File: src/hdl/analog_stick_position_integrator_macros.svh
// Assertion macros for the stick position integrator.
// Each macro samples on the rising edge of clk_i and is disabled during reset.
`ifndef ANALOG_STICK_POSITION_INTEGRATOR_MACROS_SVH
`define ANALOG_STICK_POSITION_INTEGRATOR_MACROS_SVH
`ifndef SYNTH
// Same-cycle implication.
`define ASPI_ASSERT(lbl, pre, post, msg) \
  lbl: assert property (@(posedge clk_i) disable iff (!rst_ni) (pre) |-> (post)) \
    else $error(msg);
// Next-cycle implication.
`define ASPI_ASSERT_NEXT(lbl, pre, post, msg) \
  lbl: assert property (@(posedge clk_i) disable iff (!rst_ni) (pre) |=> (post)) \
    else $error(msg);
`else
`define ASPI_ASSERT(lbl, pre, post, msg)
`define ASPI_ASSERT_NEXT(lbl, pre, post, msg)
`endif
`endif

File: src/hdl/aspi_pkg.sv
package aspi_pkg;

  localparam int unsigned CFG_IDX_W  = 2;
  localparam int unsigned CFG_DATA_W = 2;

  // Configuration register indexes
  localparam logic [CFG_IDX_W-1:0] CFG_SENSITIVITY = 2'd0;
  localparam logic [CFG_IDX_W-1:0] CFG_AXIS_MODE   = 2'd1;
  localparam logic [CFG_IDX_W-1:0] CFG_PLAYER_SLOT = 2'd2;

  // Sensitivity code that disables the analog path
  localparam logic [1:0] SENS_OFF = 2'd3;

  // Axis modes
  localparam logic MODE_TWO_AXIS    = 1'b0;
  localparam logic MODE_SINGLE_AXIS = 1'b1;

  // Zone table selects
  localparam logic [1:0] ZTAB_COARSE = 2'd0;
  localparam logic [1:0] ZTAB_MEDIUM = 2'd1;
  localparam logic [1:0] ZTAB_FINE   = 2'd2;
  localparam logic [1:0] ZTAB_STEEP  = 2'd3;

  localparam logic [7:0] STICK_CENTRE = 8'h80;
  localparam logic [7:0] POS_RESET    = 8'h7f;

  typedef struct packed {
    logic [7:0] stick_x;
    logic [7:0] stick_y;
    logic       dir_up;
    logic       dir_down;
    logic       dir_left;
    logic       dir_right;
  } aspi_in_t;

  typedef struct packed {
    logic [7:0] position_first;
    logic [7:0] position_second;
  } aspi_out_t;

  typedef struct packed {
    logic [1:0] sensitivity;
    logic       axis_mode;
    logic       player_slot;
  } aspi_cfg_t;

  typedef struct packed {
    logic              hit;
    logic signed [3:0] delta;
  } aspi_zone_t;

  // Map a stick sample to a signed step; hit low inside the dead band.
  function automatic aspi_zone_t zone_lookup(input logic [7:0] v, input logic [1:0] sel);
    aspi_zone_t z;
    z = '{hit: 1'b0, delta: 4'sd0};
    if (v > STICK_CENTRE) begin
      case (sel)
        ZTAB_COARSE: begin
          if      (v >= 8'he0) z = '{hit: 1'b1, delta: 4'sd2};
          else if (v >= 8'ha0) z = '{hit: 1'b1, delta: 4'sd1};
        end
        ZTAB_MEDIUM: begin
          if      (v >= 8'hf0) z = '{hit: 1'b1, delta: 4'sd3};
          else if (v >= 8'hd0) z = '{hit: 1'b1, delta: 4'sd2};
          else if (v >= 8'ha0) z = '{hit: 1'b1, delta: 4'sd1};
        end
        ZTAB_FINE: begin
          if      (v >= 8'hf8) z = '{hit: 1'b1, delta: 4'sd4};
          else if (v >= 8'he8) z = '{hit: 1'b1, delta: 4'sd3};
          else if (v >= 8'hd0) z = '{hit: 1'b1, delta: 4'sd2};
          else if (v >= 8'h98) z = '{hit: 1'b1, delta: 4'sd1};
        end
        ZTAB_STEEP: begin
          if      (v >= 8'hf8) z = '{hit: 1'b1, delta: 4'sd5};
          else if (v >= 8'he8) z = '{hit: 1'b1, delta: 4'sd4};
          else if (v >= 8'hd8) z = '{hit: 1'b1, delta: 4'sd3};
          else if (v >= 8'hc0) z = '{hit: 1'b1, delta: 4'sd2};
          else if (v >= 8'h98) z = '{hit: 1'b1, delta: 4'sd1};
        end
        default: z = '{hit: 1'b0, delta: 4'sd0};
      endcase
    end else begin
      case (sel)
        ZTAB_COARSE: begin
          if      (v <= 8'h1f) z = '{hit: 1'b1, delta: -4'sd3};
          else if (v <= 8'h5f) z = '{hit: 1'b1, delta: -4'sd1};
        end
        ZTAB_MEDIUM: begin
          if      (v <= 8'h0f) z = '{hit: 1'b1, delta: -4'sd3};
          else if (v <= 8'h2f) z = '{hit: 1'b1, delta: -4'sd2};
          else if (v <= 8'h5f) z = '{hit: 1'b1, delta: -4'sd1};
        end
        ZTAB_FINE: begin
          if      (v <= 8'h07) z = '{hit: 1'b1, delta: -4'sd4};
          else if (v <= 8'h17) z = '{hit: 1'b1, delta: -4'sd3};
          else if (v <= 8'h2f) z = '{hit: 1'b1, delta: -4'sd2};
          else if (v <= 8'h67) z = '{hit: 1'b1, delta: -4'sd1};
        end
        ZTAB_STEEP: begin
          if      (v <= 8'h07) z = '{hit: 1'b1, delta: -4'sd5};
          else if (v <= 8'h17) z = '{hit: 1'b1, delta: -4'sd4};
          else if (v <= 8'h27) z = '{hit: 1'b1, delta: -4'sd3};
          else if (v <= 8'h3f) z = '{hit: 1'b1, delta: -4'sd2};
          else if (v <= 8'h67) z = '{hit: 1'b1, delta: -4'sd1};
        end
        default: z = '{hit: 1'b0, delta: 4'sd0};
      endcase
    end
    return z;
  endfunction

endpackage

File: src/hdl/aspi_step.sv
module aspi_step (
  input  aspi_pkg::aspi_cfg_t cfg_i,
  input  aspi_pkg::aspi_in_t  item_i,
  input  aspi_pkg::aspi_out_t pos_i,
  output aspi_pkg::aspi_out_t pos_o
);
  import aspi_pkg::*;

  aspi_zone_t        zone_x;
  aspi_zone_t        zone_y;
  aspi_zone_t        zone_s;
  logic              analog_on;
  logic signed [3:0] delta_x;
  logic signed [3:0] delta_y;
  logic signed [3:0] delta_s;
  logic [7:0]        slot_pos;
  logic [9:0]        slot_sum;
  logic [7:0]        slot_sat;

  assign analog_on = (cfg_i.sensitivity != SENS_OFF);

  assign zone_x = zone_lookup(item_i.stick_x, cfg_i.sensitivity);
  assign zone_y = zone_lookup(item_i.stick_y, cfg_i.sensitivity);
  // Single-axis mode uses the next steeper table set
  assign zone_s = zone_lookup(item_i.stick_x, cfg_i.sensitivity + 2'd1);

  // Digital base delta; right and down take priority
  always_comb begin
    delta_x = 4'sd0;
    if (item_i.dir_left)  delta_x = -4'sd1;
    if (item_i.dir_right) delta_x = 4'sd1;
    if (analog_on && zone_x.hit) delta_x = zone_x.delta;

    delta_y = 4'sd0;
    if (item_i.dir_up)   delta_y = -4'sd1;
    if (item_i.dir_down) delta_y = 4'sd1;
    if (analog_on && zone_y.hit) delta_y = zone_y.delta;

    delta_s = (analog_on && zone_s.hit) ? zone_s.delta : 4'sd0;
  end

  assign slot_pos = cfg_i.player_slot ? pos_i.position_second : pos_i.position_first;
  assign slot_sum = {2'b00, slot_pos} + {{6{delta_s[3]}}, delta_s};

  // Clamp to 0..255: bit 9 flags underflow, bit 8 overflow
  always_comb begin
    if (slot_sum[9])      slot_sat = 8'h00;
    else if (slot_sum[8]) slot_sat = 8'hff;
    else                  slot_sat = slot_sum[7:0];
  end

  always_comb begin
    pos_o = pos_i;
    if (cfg_i.axis_mode == MODE_TWO_AXIS) begin
      pos_o.position_first  = pos_i.position_first  - {{4{delta_x[3]}}, delta_x};
      pos_o.position_second = pos_i.position_second - {{4{delta_y[3]}}, delta_y};
    end else if (cfg_i.player_slot) begin
      pos_o.position_second = slot_sat;
    end else begin
      pos_o.position_first = slot_sat;
    end
  end

endmodule

File: src/hdl/analog_stick_position_integrator.sv
// Analog stick position integrator. Each input transfer carries one stick
// sample (x, y) and four direction flags, typically once per video frame, and
// produces exactly one output transfer holding both 8-bit position registers
// after the update. Both positions reset to 0x7f. In two-axis mode x steers the
// first register and y the second, wrapping modulo 256 with the step negated;
// in single-axis mode x alone steers the register picked by player_slot, with
// saturation to 0..255. The block takes a new transfer every cycle while its
// output is not stalled: the item sits in the input register while the step
// logic runs, then the result register presents it and raises output valid.
// Throughput is one item per cycle, set by the single step stage that reads and
// writes the position registers; a stalled output holds the step stage and then
// the input. Configuration writes through cfg_we_i/cfg_idx_i/cfg_wdata_i take
// effect at once; write them only while no item is in flight. Index 3 is
// ignored.
module analog_stick_position_integrator (
  input  logic                                clk_i,
  input  logic                                rst_ni,
  input  logic                                cfg_we_i,
  input  logic [aspi_pkg::CFG_IDX_W-1:0]      cfg_idx_i,
  input  logic [aspi_pkg::CFG_DATA_W-1:0]     cfg_wdata_i,
  input  logic                                in_valid_i,
  output logic                                in_ready_o,
  input  aspi_pkg::aspi_in_t                  in_data_i,
  output logic                                out_valid_o,
  input  logic                                out_ready_i,
  output aspi_pkg::aspi_out_t                 out_data_o
);
  import aspi_pkg::*;

  aspi_cfg_t cfg_q;
  logic      s1_valid_q;
  aspi_in_t  s1_item_q;
  aspi_out_t pos_q;
  aspi_out_t pos_d;
  logic      out_valid_q;
  aspi_out_t out_q;
  logic      s1_adv;

  // Step stage may move on whenever the result register is free or draining
  assign s1_adv     = !out_valid_q || out_ready_i;
  assign in_ready_o = !s1_valid_q || s1_adv;

  // Configuration registers
  always_ff @(posedge clk_i or negedge rst_ni) begin
    if (!rst_ni) begin
      cfg_q <= '0;
    end else if (cfg_we_i) begin
      case (cfg_idx_i)
        CFG_SENSITIVITY: cfg_q.sensitivity <= cfg_wdata_i;
        CFG_AXIS_MODE:   cfg_q.axis_mode   <= cfg_wdata_i[0];
        CFG_PLAYER_SLOT: cfg_q.player_slot <= cfg_wdata_i[0];
        default: ;
      endcase
    end
  end

  // Input register: hold the item until the step stage advances
  always_ff @(posedge clk_i or negedge rst_ni) begin
    if (!rst_ni) begin
      s1_valid_q <= 1'b0;
    end else if (in_ready_o) begin
      s1_valid_q <= in_valid_i;
    end
  end

  always_ff @(posedge clk_i) begin
    if (in_ready_o && in_valid_i) begin
      s1_item_q <= in_data_i;
    end
  end

  aspi_step u_step (
    .cfg_i  (cfg_q),
    .item_i (s1_item_q),
    .pos_i  (pos_q),
    .pos_o  (pos_d)
  );

  // Position state and result register advance together
  always_ff @(posedge clk_i or negedge rst_ni) begin
    if (!rst_ni) begin
      pos_q       <= '{position_first: POS_RESET, position_second: POS_RESET};
      out_valid_q <= 1'b0;
    end else if (s1_adv) begin
      out_valid_q <= s1_valid_q;
      if (s1_valid_q) begin
        pos_q <= pos_d;
      end
    end
  end

  always_ff @(posedge clk_i) begin
    if (s1_adv && s1_valid_q) begin
      out_q <= pos_d;
    end
  end

  assign out_valid_o = out_valid_q;
  assign out_data_o  = out_q;

`include "analog_stick_position_integrator_macros.svh"

  `ASPI_ASSERT(a_ready_when_empty, !out_valid_q, in_ready_o, "input stalled with empty output")
  `ASPI_ASSERT(a_out_matches_state, out_valid_q, out_q == pos_q, "result differs from state")
  `ASPI_ASSERT_NEXT(a_pos_hold_on_stall, !s1_adv, $stable(pos_q), "positions moved while stalled")
  `ASPI_ASSERT_NEXT(a_single_keeps_second, s1_adv && cfg_q.axis_mode && !cfg_q.player_slot, pos_q.position_second == $past(pos_q.position_second), "unselected slot changed")
  `ASPI_ASSERT_NEXT(a_single_keeps_first, s1_adv && cfg_q.axis_mode && cfg_q.player_slot, pos_q.position_first == $past(pos_q.position_first), "unselected slot changed")

endmodule
File: config.mk
export PLATFORM = sky130hd
export DESIGN_NAME = analog_stick_position_integrator
export DESIGN_NICKNAME = d
export VERILOG_FILES = /design/src/hdl/aspi_pkg.sv /design/src/hdl/aspi_step.sv /design/src/hdl/analog_stick_position_integrator.sv
export VERILOG_INCLUDE_DIRS = /design/src /design/src/hdl
export SDC_FILE = /design/constraint.sdc
export NUM_CORES = 1
export LEC_CHECK = 0
export BUFFER_PORTS_ARGS = -buffer_cell sky130_fd_sc_hd__buf_2
export CAP_MARGIN = 20
export CORE_MARGIN = 2
export CORE_UTILIZATION = 60
export DETAILED_ROUTE_END_ITERATION = 8
export PLACE_DENSITY = 0.86
export SLEW_MARGIN = 20
export SYNTH_ARGS = -nofsm -noshare
export SYNTH_HDL_FRONTEND = slang
export SYNTH_SLANG_ARGS = --single-unit
File: constraint.sdc
create_clock -name clk_i -period 4.5 [get_ports clk_i]
set_input_delay 0.45 -clock clk_i [delete_from_list [all_inputs] [get_ports clk_i]]
set_output_delay 0.45 -clock clk_i [all_outputs]
set_load 0.05 [all_outputs]
==> reports/metrics.cfg, run 1 <==
[critical_path]
cp-end-kind = register
critPathRequiredTime_ps = 4590
critPathArrivalTime_ps = 4220
critical_path_class = reg -> reg
cpPeakStageDelay_ps = 680
reg2reg_slack_ps = 370
cp_num_buf_inv = 2
worstSetupStartpointType = register
crit_family = compound AO/OA/AOI/OAI gates
slowest_stage = edfxtp_1
crit_fanout = 17
crit_chain = inv_1, o21ai_0, nand2_1, o211ai_1, a21oi_1, o22ai_1, ha_1, inv_1, fa_1, nor2b_1, o211a_1, o311ai_0, nand2b_1, a2bb2oi_1, a21oi_1, o21bai_1

[timing]
worst_pin_slew_ps = 891.9
min_period_ps = 4125
period_share = 0.9167
fmax_ghz = 0.2424
fin_skew_ps = 8.510
final_hold_viol_count = 0
drv_slew = 0
rsz0062_at_grt = false
relSlewSlack = 0.4054
tns_ps = 0
setup_viol = 0

[global_route]
grt_pass1_vias = 4241
gr-usage-met3 = 0.05370
track_usage = 0.2956
grt_max_degree = 39
grt_util_met1 = 0.3936
antenna_found_initial = 0
grt_overflow = 0
grt_pass1_wl_um = 20200
top_usage_layer = met2
use_met2 = 0.4708

[place]
place.gp.congestion = 0.9623
io_buffers = 46
dpl-instance-area_um2 = 5031
post-dp-hpwl_um = 8653

[die]
die_h_um = 92.64
start_util = 0.6133
design.core.area_um2 = 7687
die-area_um2 = 8582
ios = 47
die_x_um = 92.64
rows = 32

[logic_synthesis]
yosys_warnings = 0
avgSynthCellArea_um2 = 8.747
synth_area_um2 = 4715
synth_async_sr_flop_share = 0.3793
ys_ff_latch = 58
syn-num-nets = 594
seq_area_frac_synth = 0.3498
synthFlopType = edfxtp_1
synthCells = 539
synth-edff-count = 36
synth_cell_types = 67

[power_and_ir_drop]
p_leak_uw = 0.002136
irDropWorstVdd_mv = 0.5247
powerDensity_nw_per_um2 = 696.6

[drt]
ant_nets = 0
drt_first_pass_iters = 5
routed_wl_um = 12060
wire_per_inst_um = 17.65
drt-initial-drc-count = 448
viasPerCell = 6.490
post-route-drc-count = 0
route.vias.total = 4433

[min_path]
hold_class = in -> async

[cells_and_area]
area_growth_pct = 11.84
drive_gt1_frac = 0.1962
insertedDiodeCount = 0
fin_nets = 631
finalInstanceArea_um2 = 5273

[clocking]
clockBufferDepth = 2
cts_resized = 0
clk_latency_ps = 350
postCtsSetupRepairBufs = 0
numCtsBuffers = 9
path_clk_slew_ps = 70
cts_tree = built
cts_max_level = 3
cts_hold_buffers = 0
ctsRootBufferMaster = clkbuf_8
clock_sinks = 58

[run]
max_cap_violations = 0

[run_status]
status = completed

-- kinds of logic (layout without fill, tap and decap cells) --
logic type / after synthesis / after routing / share of synthesized area
DFF: 58 / 58 / 0.3498
AOI/OAI and AO/OA: 206 / 206 / 0.2946
adders and majority gates: 27 / 27 / 0.07590
xor gates and xnor gates: 20 / 20 / 0.03875
muxes: 15 / 15 / 0.03477
buffers and inverters: 55 / 97 / 0.04777
and+or+nand+nor: 158 / 158 / 0.1584
-- per-stage QoR --
step	cells	hold slack, ps	util	setup WS (ps)	power, µW
floorplan	539	154.4	-	908.4	2542
global placement	667	438.2	0.6545	563.0	2929
detailed placement	667	442.6	0.6545	508.4	3021
CTS	683	67.57	0.6859	472.0	3630
global route	683	96.20	0.6859	68.12	3913
finish	683	69.26	0.6859	374.9	3673
-- state kept, by name (all words and copies together), names as in the netlist --
register,cells
s1_valid_q,1
s1_item_q,20
out_data_o,16
out_valid_o,1
pos_q,16
cfg_q,4
-- layout make-up --
type	count	area, µm²
clock buffers	9	123.9
clock inverters	7	117.6
fillers	621	2415
inverters	21	78.83
multi-input cells	426	2840
flip-flops and latches	58	1649
well taps	102	127.6
repair buffers	60	335.3
-- per-layer routing --
layer,share of wire,vias up
li1,-,2080
met1,0.42,2084
met2,0.47,227
met3,0.081,42
met4,0.027,0
met5,0,-
-- cells in the mapped netlist (3+ instances only) --
library cell / count / area [µm²]
edfxtp_1: 36 / 1081
o31ai_1: 5 / 37.54
o22ai_1: 11 / 68.82
nand4_1: 3 / 18.77
dfstp_2: 14 / 367.9
nand2b_1: 11 / 68.82
xnor2_1: 10 / 87.58
ha_1: 23 / 287.8
o221ai_1: 3 / 26.28
o21bai_1: 4 / 30.03
a21o_1: 11 / 82.58
buf_1: 7 / 26.28
xor2_1: 9 / 78.83
clkbuf_1: 22 / 82.58
o21ai_0: 39 / 195.2
nor2_1: 54 / 202.7
buf_2: 3 / 15.01
nor2b_1: 8 / 50.05
fa_1: 3 / 60.06
nand3_1: 4 / 20.02
o22ai_2: 5 / 62.56
a221oi_1: 16 / 140.1
o21a_1: 11 / 82.58
inv_1: 19 / 71.32
a211oi_1: 5 / 37.54
o22a_1: 7 / 61.31
a21oi_1: 56 / 280.3
and2_1: 4 / 25.02
nor3b_1: 3 / 22.52
nor3_1: 7 / 35.03
a31oi_1: 7 / 43.79
nand3b_1: 3 / 22.52
mux2i_1: 4 / 40.04
dfrtp_1: 8 / 200.2
mux2_2: 11 / 123.9
nand2_1: 49 / 183.9
o211ai_1: 5 / 37.54
-- cell usage in the layout, fill, tap and decap left out, types with 14 or more instances in the layout --
cell / count
a21oi_1: 56
buf_2: 46
a221oi_1: 16
nor2_1: 54
edfxtp_1: 36
ha_1: 23
nand2_1: 49
buf_4: 14
dfstp_2: 14
o21ai_0: 39
inv_1: 19
-- power by group --
group | internal (µW) | switching (µW)
clock | 366 | 229
sequential | 813 | 142
combinational | 816 | 1310
total | 2000 | 1680
-- worst paths after layout --
check	startpoint	end	depth (start not counted)
setup / recovery	s1_item_q[17]	out_data_o[14]	16
max in group asynchronous	rst_ni	pos_q[2]	1
min in group clk_i	in_data_i[15]	s1_item_q[15]	1
setup reg to reg	s1_item_q[17]	out_data_o[14]	16
hold reg to reg	pos_q[3]	pos_q[3]	2
hold / removal	rst_ni	cfg_q[3]	1
No activity file was read; power rests on OpenSTA's default activity.
==> inputs of run 2 (changes only) <==
ABC_AREA = 1   (was unset)
==> run 2 against run 1 <==
Cell area is 0.38% higher. Register-to-register slack better by 400 ps. Area after synthesis is 1.5% higher. Global-route usage is 0.075 points lower. Clock-buffer cell count stayed put. Critical endpoint unchanged. Highest routed layer unchanged.
==> reports/metrics.cfg, run 2 <==
[logic_synthesis]
synthFlopType = edfxtp_1
synth_compound_area_frac = 0.1174  ; -0.1772
yosys-top-cells-count = 218 x nand2_1, 73 x inv_1, 52 x nor2_1
synth_top_family_by_area = simple AND/OR/NAND/NOR gates
synth_cell_types = 45  ; -33%
post-synth-top-count-cell = nand2_1
synth_simple_gate_area_frac = 0.3595  ; +0.2010
synthXorXnorAreaFrac = 0.02039  ; -0.01836
seq_area_frac_synth = 0.3446  ; -0.005213
synth_top_area_share = 0.2259  ; -0.003417
ys_ff_latch = 58  ; unchanged
synth_async_sr_flop_share = 0.3793  ; unchanged
synthCells = 675  ; +25%
synth_top_area_cell = edfxtp_1
synth_area_um2 = 4786  ; +1.5%
synth_area_leaders = edfxtp_1 23%, nand2_1 17%, dfstp_2 7.7%
muxShareOfSynthArea = 0  ; -0.03477
yosys_warnings = 0  ; unchanged
synth-edff-count = 36  ; unchanged
avgSynthCellArea_um2 = 7.090  ; -19%
synth_fa_ha_area_frac = 0.07268  ; -0.003223
syn-num-nets = 730  ; +23%

[timing]
min_period_ps = 3724  ; -401.1 ps
tns_ps = 0  ; unchanged
fin_skew_ps = 15.19  ; +6.676 ps
worst_pin_slew_ps = 698.8  ; -193.1 ps
setup_viol = 0  ; unchanged
period_share = 0.8276  ; -0.08913
rsz0062_at_grt = false
fmax_ghz = 0.2685  ; +11%
drv_slew = 0  ; unchanged
final_hold_viol_count = 0  ; unchanged
relSlewSlack = 0.5336  ; +0.1282

[place]
post-dp-hpwl_um = 9307  ; +7.6%
place.gp.congestion = 0.9779  ; +1.6%
io_buffers = 46  ; unchanged

[cells_and_area]
largest_reg_flops = 20  ; unchanged
fin_nets = 775  ; +23%
insertedDiodeCount = 0  ; unchanged
top_register = s1_item_q
nFillCells = 645  ; +3.9%
layout_common_cells = 218 x nand2_1, 73 x inv_1, 52 x nor2_1
final_common_cell = nand2_1
area_growth_pct = 10.59
drive_gt1_frac = 0.1890  ; -0.007248

[drt]
drt-initial-drc-count = 558  ; +25%
viasPerCell = 5.723  ; -12%
routed_wl_um = 12340  ; +2.3%
post-route-drc-count = 0  ; unchanged
ant_nets = 0  ; unchanged
wire_per_inst_um = 14.92  ; -15%
route.vias.total = 4733  ; +6.8%
drt_first_pass_iters = 6  ; +1

[clocking]
ctsRootBufferMaster = clkbuf_8
clockBufferDepth = 2  ; unchanged
postCtsSetupRepairBufs = 0  ; unchanged
cts_resized = 0  ; unchanged
cts_max_level = 3  ; unchanged
clk_latency_ps = 350  ; about the same
cts_tree = built
cts_hold_buffers = 0  ; unchanged
clock_sinks = 58  ; unchanged
path_clk_slew_ps = 80  ; about the same
numCtsBuffers = 9  ; unchanged

[global_route]
grt_pass1_wl_um = 20240  ; +0.20%
grt_max_degree = 33  ; -15%
track_usage = 0.2949  ; -0.0007475
antenna_found_initial = 0  ; unchanged
grt_overflow = 0  ; unchanged
grt_pass1_vias = 4266  ; +0.59%

[power_and_ir_drop]
power_frac_seq = 0.263  ; +0.003
power_switching_uw = 1866  ; +11%
irDropWorstVdd_mv = 0.4541  ; -13%
p_int_uw = 1759  ; -12%
finalPower_uw = 3625  ; -1.3%
p_comb_frac = 0.613  ; +0.035
switching_share = 0.5148  ; +0.05803
clkPwrFrac = 0.123  ; -0.039
powerDensity_nw_per_um2 = 684.9  ; -1.7%
p_leak_uw = 0.002609  ; +22%

[critical_path]
worstSetupStartpointType = register
cp-end-kind = register
critPathArrivalTime_ps = 3830  ; -390 ps
critPathRequiredTime_ps = 4610  ; +20 ps
startpoint = cfg_q[2]
r2r-start = cfg_q[2]
critical_path_class = reg -> reg
crit_fanout = 12  ; -5
r2r_end = out_data_o[14]
reg2reg_depth = 20  ; +4
reg2reg_slack_ps = 780  ; +400 ps

[die]
die_h_um = 93.31  ; +0.72%
ios = 47  ; unchanged
die_x_um = 93.31  ; +0.72%
rows = 32  ; unchanged
die-area_um2 = 8707  ; +1.5%
start_util = 0.6193  ; +0.006052
design.core.area_um2 = 7727  ; +0.52%

[run_status]
status = completed

[min_path]
hold_class = in -> async

[run]
max_cap_violations = 0  ; unchanged

-- run 2: cell type report --
| cell class | count | area, µm² | area share |
|---|---|---|---|
| multi-input cells | 518 | 2728 | 0.5154 |
| flip-flops and latches | 58 | 1649 | 0.3116 |
| inverters | 85 | 332.8 | 0.06288 |
| repair buffers | 48 | 277.8 | 0.05248 |
| well taps | 102 | 127.6 | 0.02411 |
| clock buffers | 9 | 123.9 | 0.02340 |
| clock inverters | 7 | 53.80 | 0.01017 |
-- run 2: worst max-delay path by stage --
stage	to	cells after the start
4_1_cts	out_data_o[14]	20
2_1_floorplan	out_data_o[15]	19
6_report	out_data_o[14]	20
3_3_place_gp	out_data_o[4]	19
5_1_grt	out_data_o[6]	20
3_5_place_dp	out_data_o[6]	20
-- run 2: stage by stage --
step | instance area (µm²) | hold slack [ps] | setup WS (ps) | util | cells
after global routing | 5293 | 129.3 | 409.1 | 0.6849 | 827
after CTS | 5265 | 97.25 | 837.4 | 0.6813 | 826
final | 5293 | 93.25 | 776.0 | 0.6849 | 827
after floorplan | 4786 | 154.4 | 1449 | - | 675
after detailed placement | 5087 | 462.4 | 899.6 | 0.6584 | 810
after global placement | 5087 | 460.4 | 897.1 | 0.6584 | 810
-- run 2: cell families (layout without fill, tap and decap cells) --
logic type                 Yosys count  after routing
and+or+nand+nor                    384            384
AOI/OAI and AO/OA                   99             99
buffers and inverters               99            149
DFF                                 58             58
adders and majority gates           26             26
xor gates and xnor gates             9              9
-- run 2: critical path, cell delays in order, from the launching register on --
cell and delay, ps:
dfrtp_1 670, nand2_1 300, inv_1 380, o21ai_1 120, nand3_1 80, nand2_1 50, nand2_1 60, nand2_1 100
nand2_2 120, nand2_1 160, ha_1 400, inv_1 70, o21ai_0 170, a31oi_1 80, or2_2 300, nand2_1 60
nand2_1 70, nand2_1 70, nand2_1 50, nand3_1 80, nand2_2 70
-- run 2: metal layers --
| metal | up-vias | wire (µm) | GRT usage |
|---|---|---|---|
| met5 | - | 0 | 0 |
| met3 | 22 | 1075 | 0.04351 |
| met1 | 2147 | 5725 | 0.4464 |
| met4 | 0 | 245 | 0.1042 |
| met2 | 261 | 5290 | 0.4293 |
| li1 | 2303 | - | - |
-- run 2: power groups by stage --
stage | Clock (µW) | Combinational, µW | Sequential, µW
global placement | 0 | 2110 | 953
detailed placement | 0 | 2150 | 961
CTS | 445 | 2170 | 953
floorplan | 0 | 1490 | 1160
global route | 470 | 2460 | 975
finish | 448 | 2220 | 955
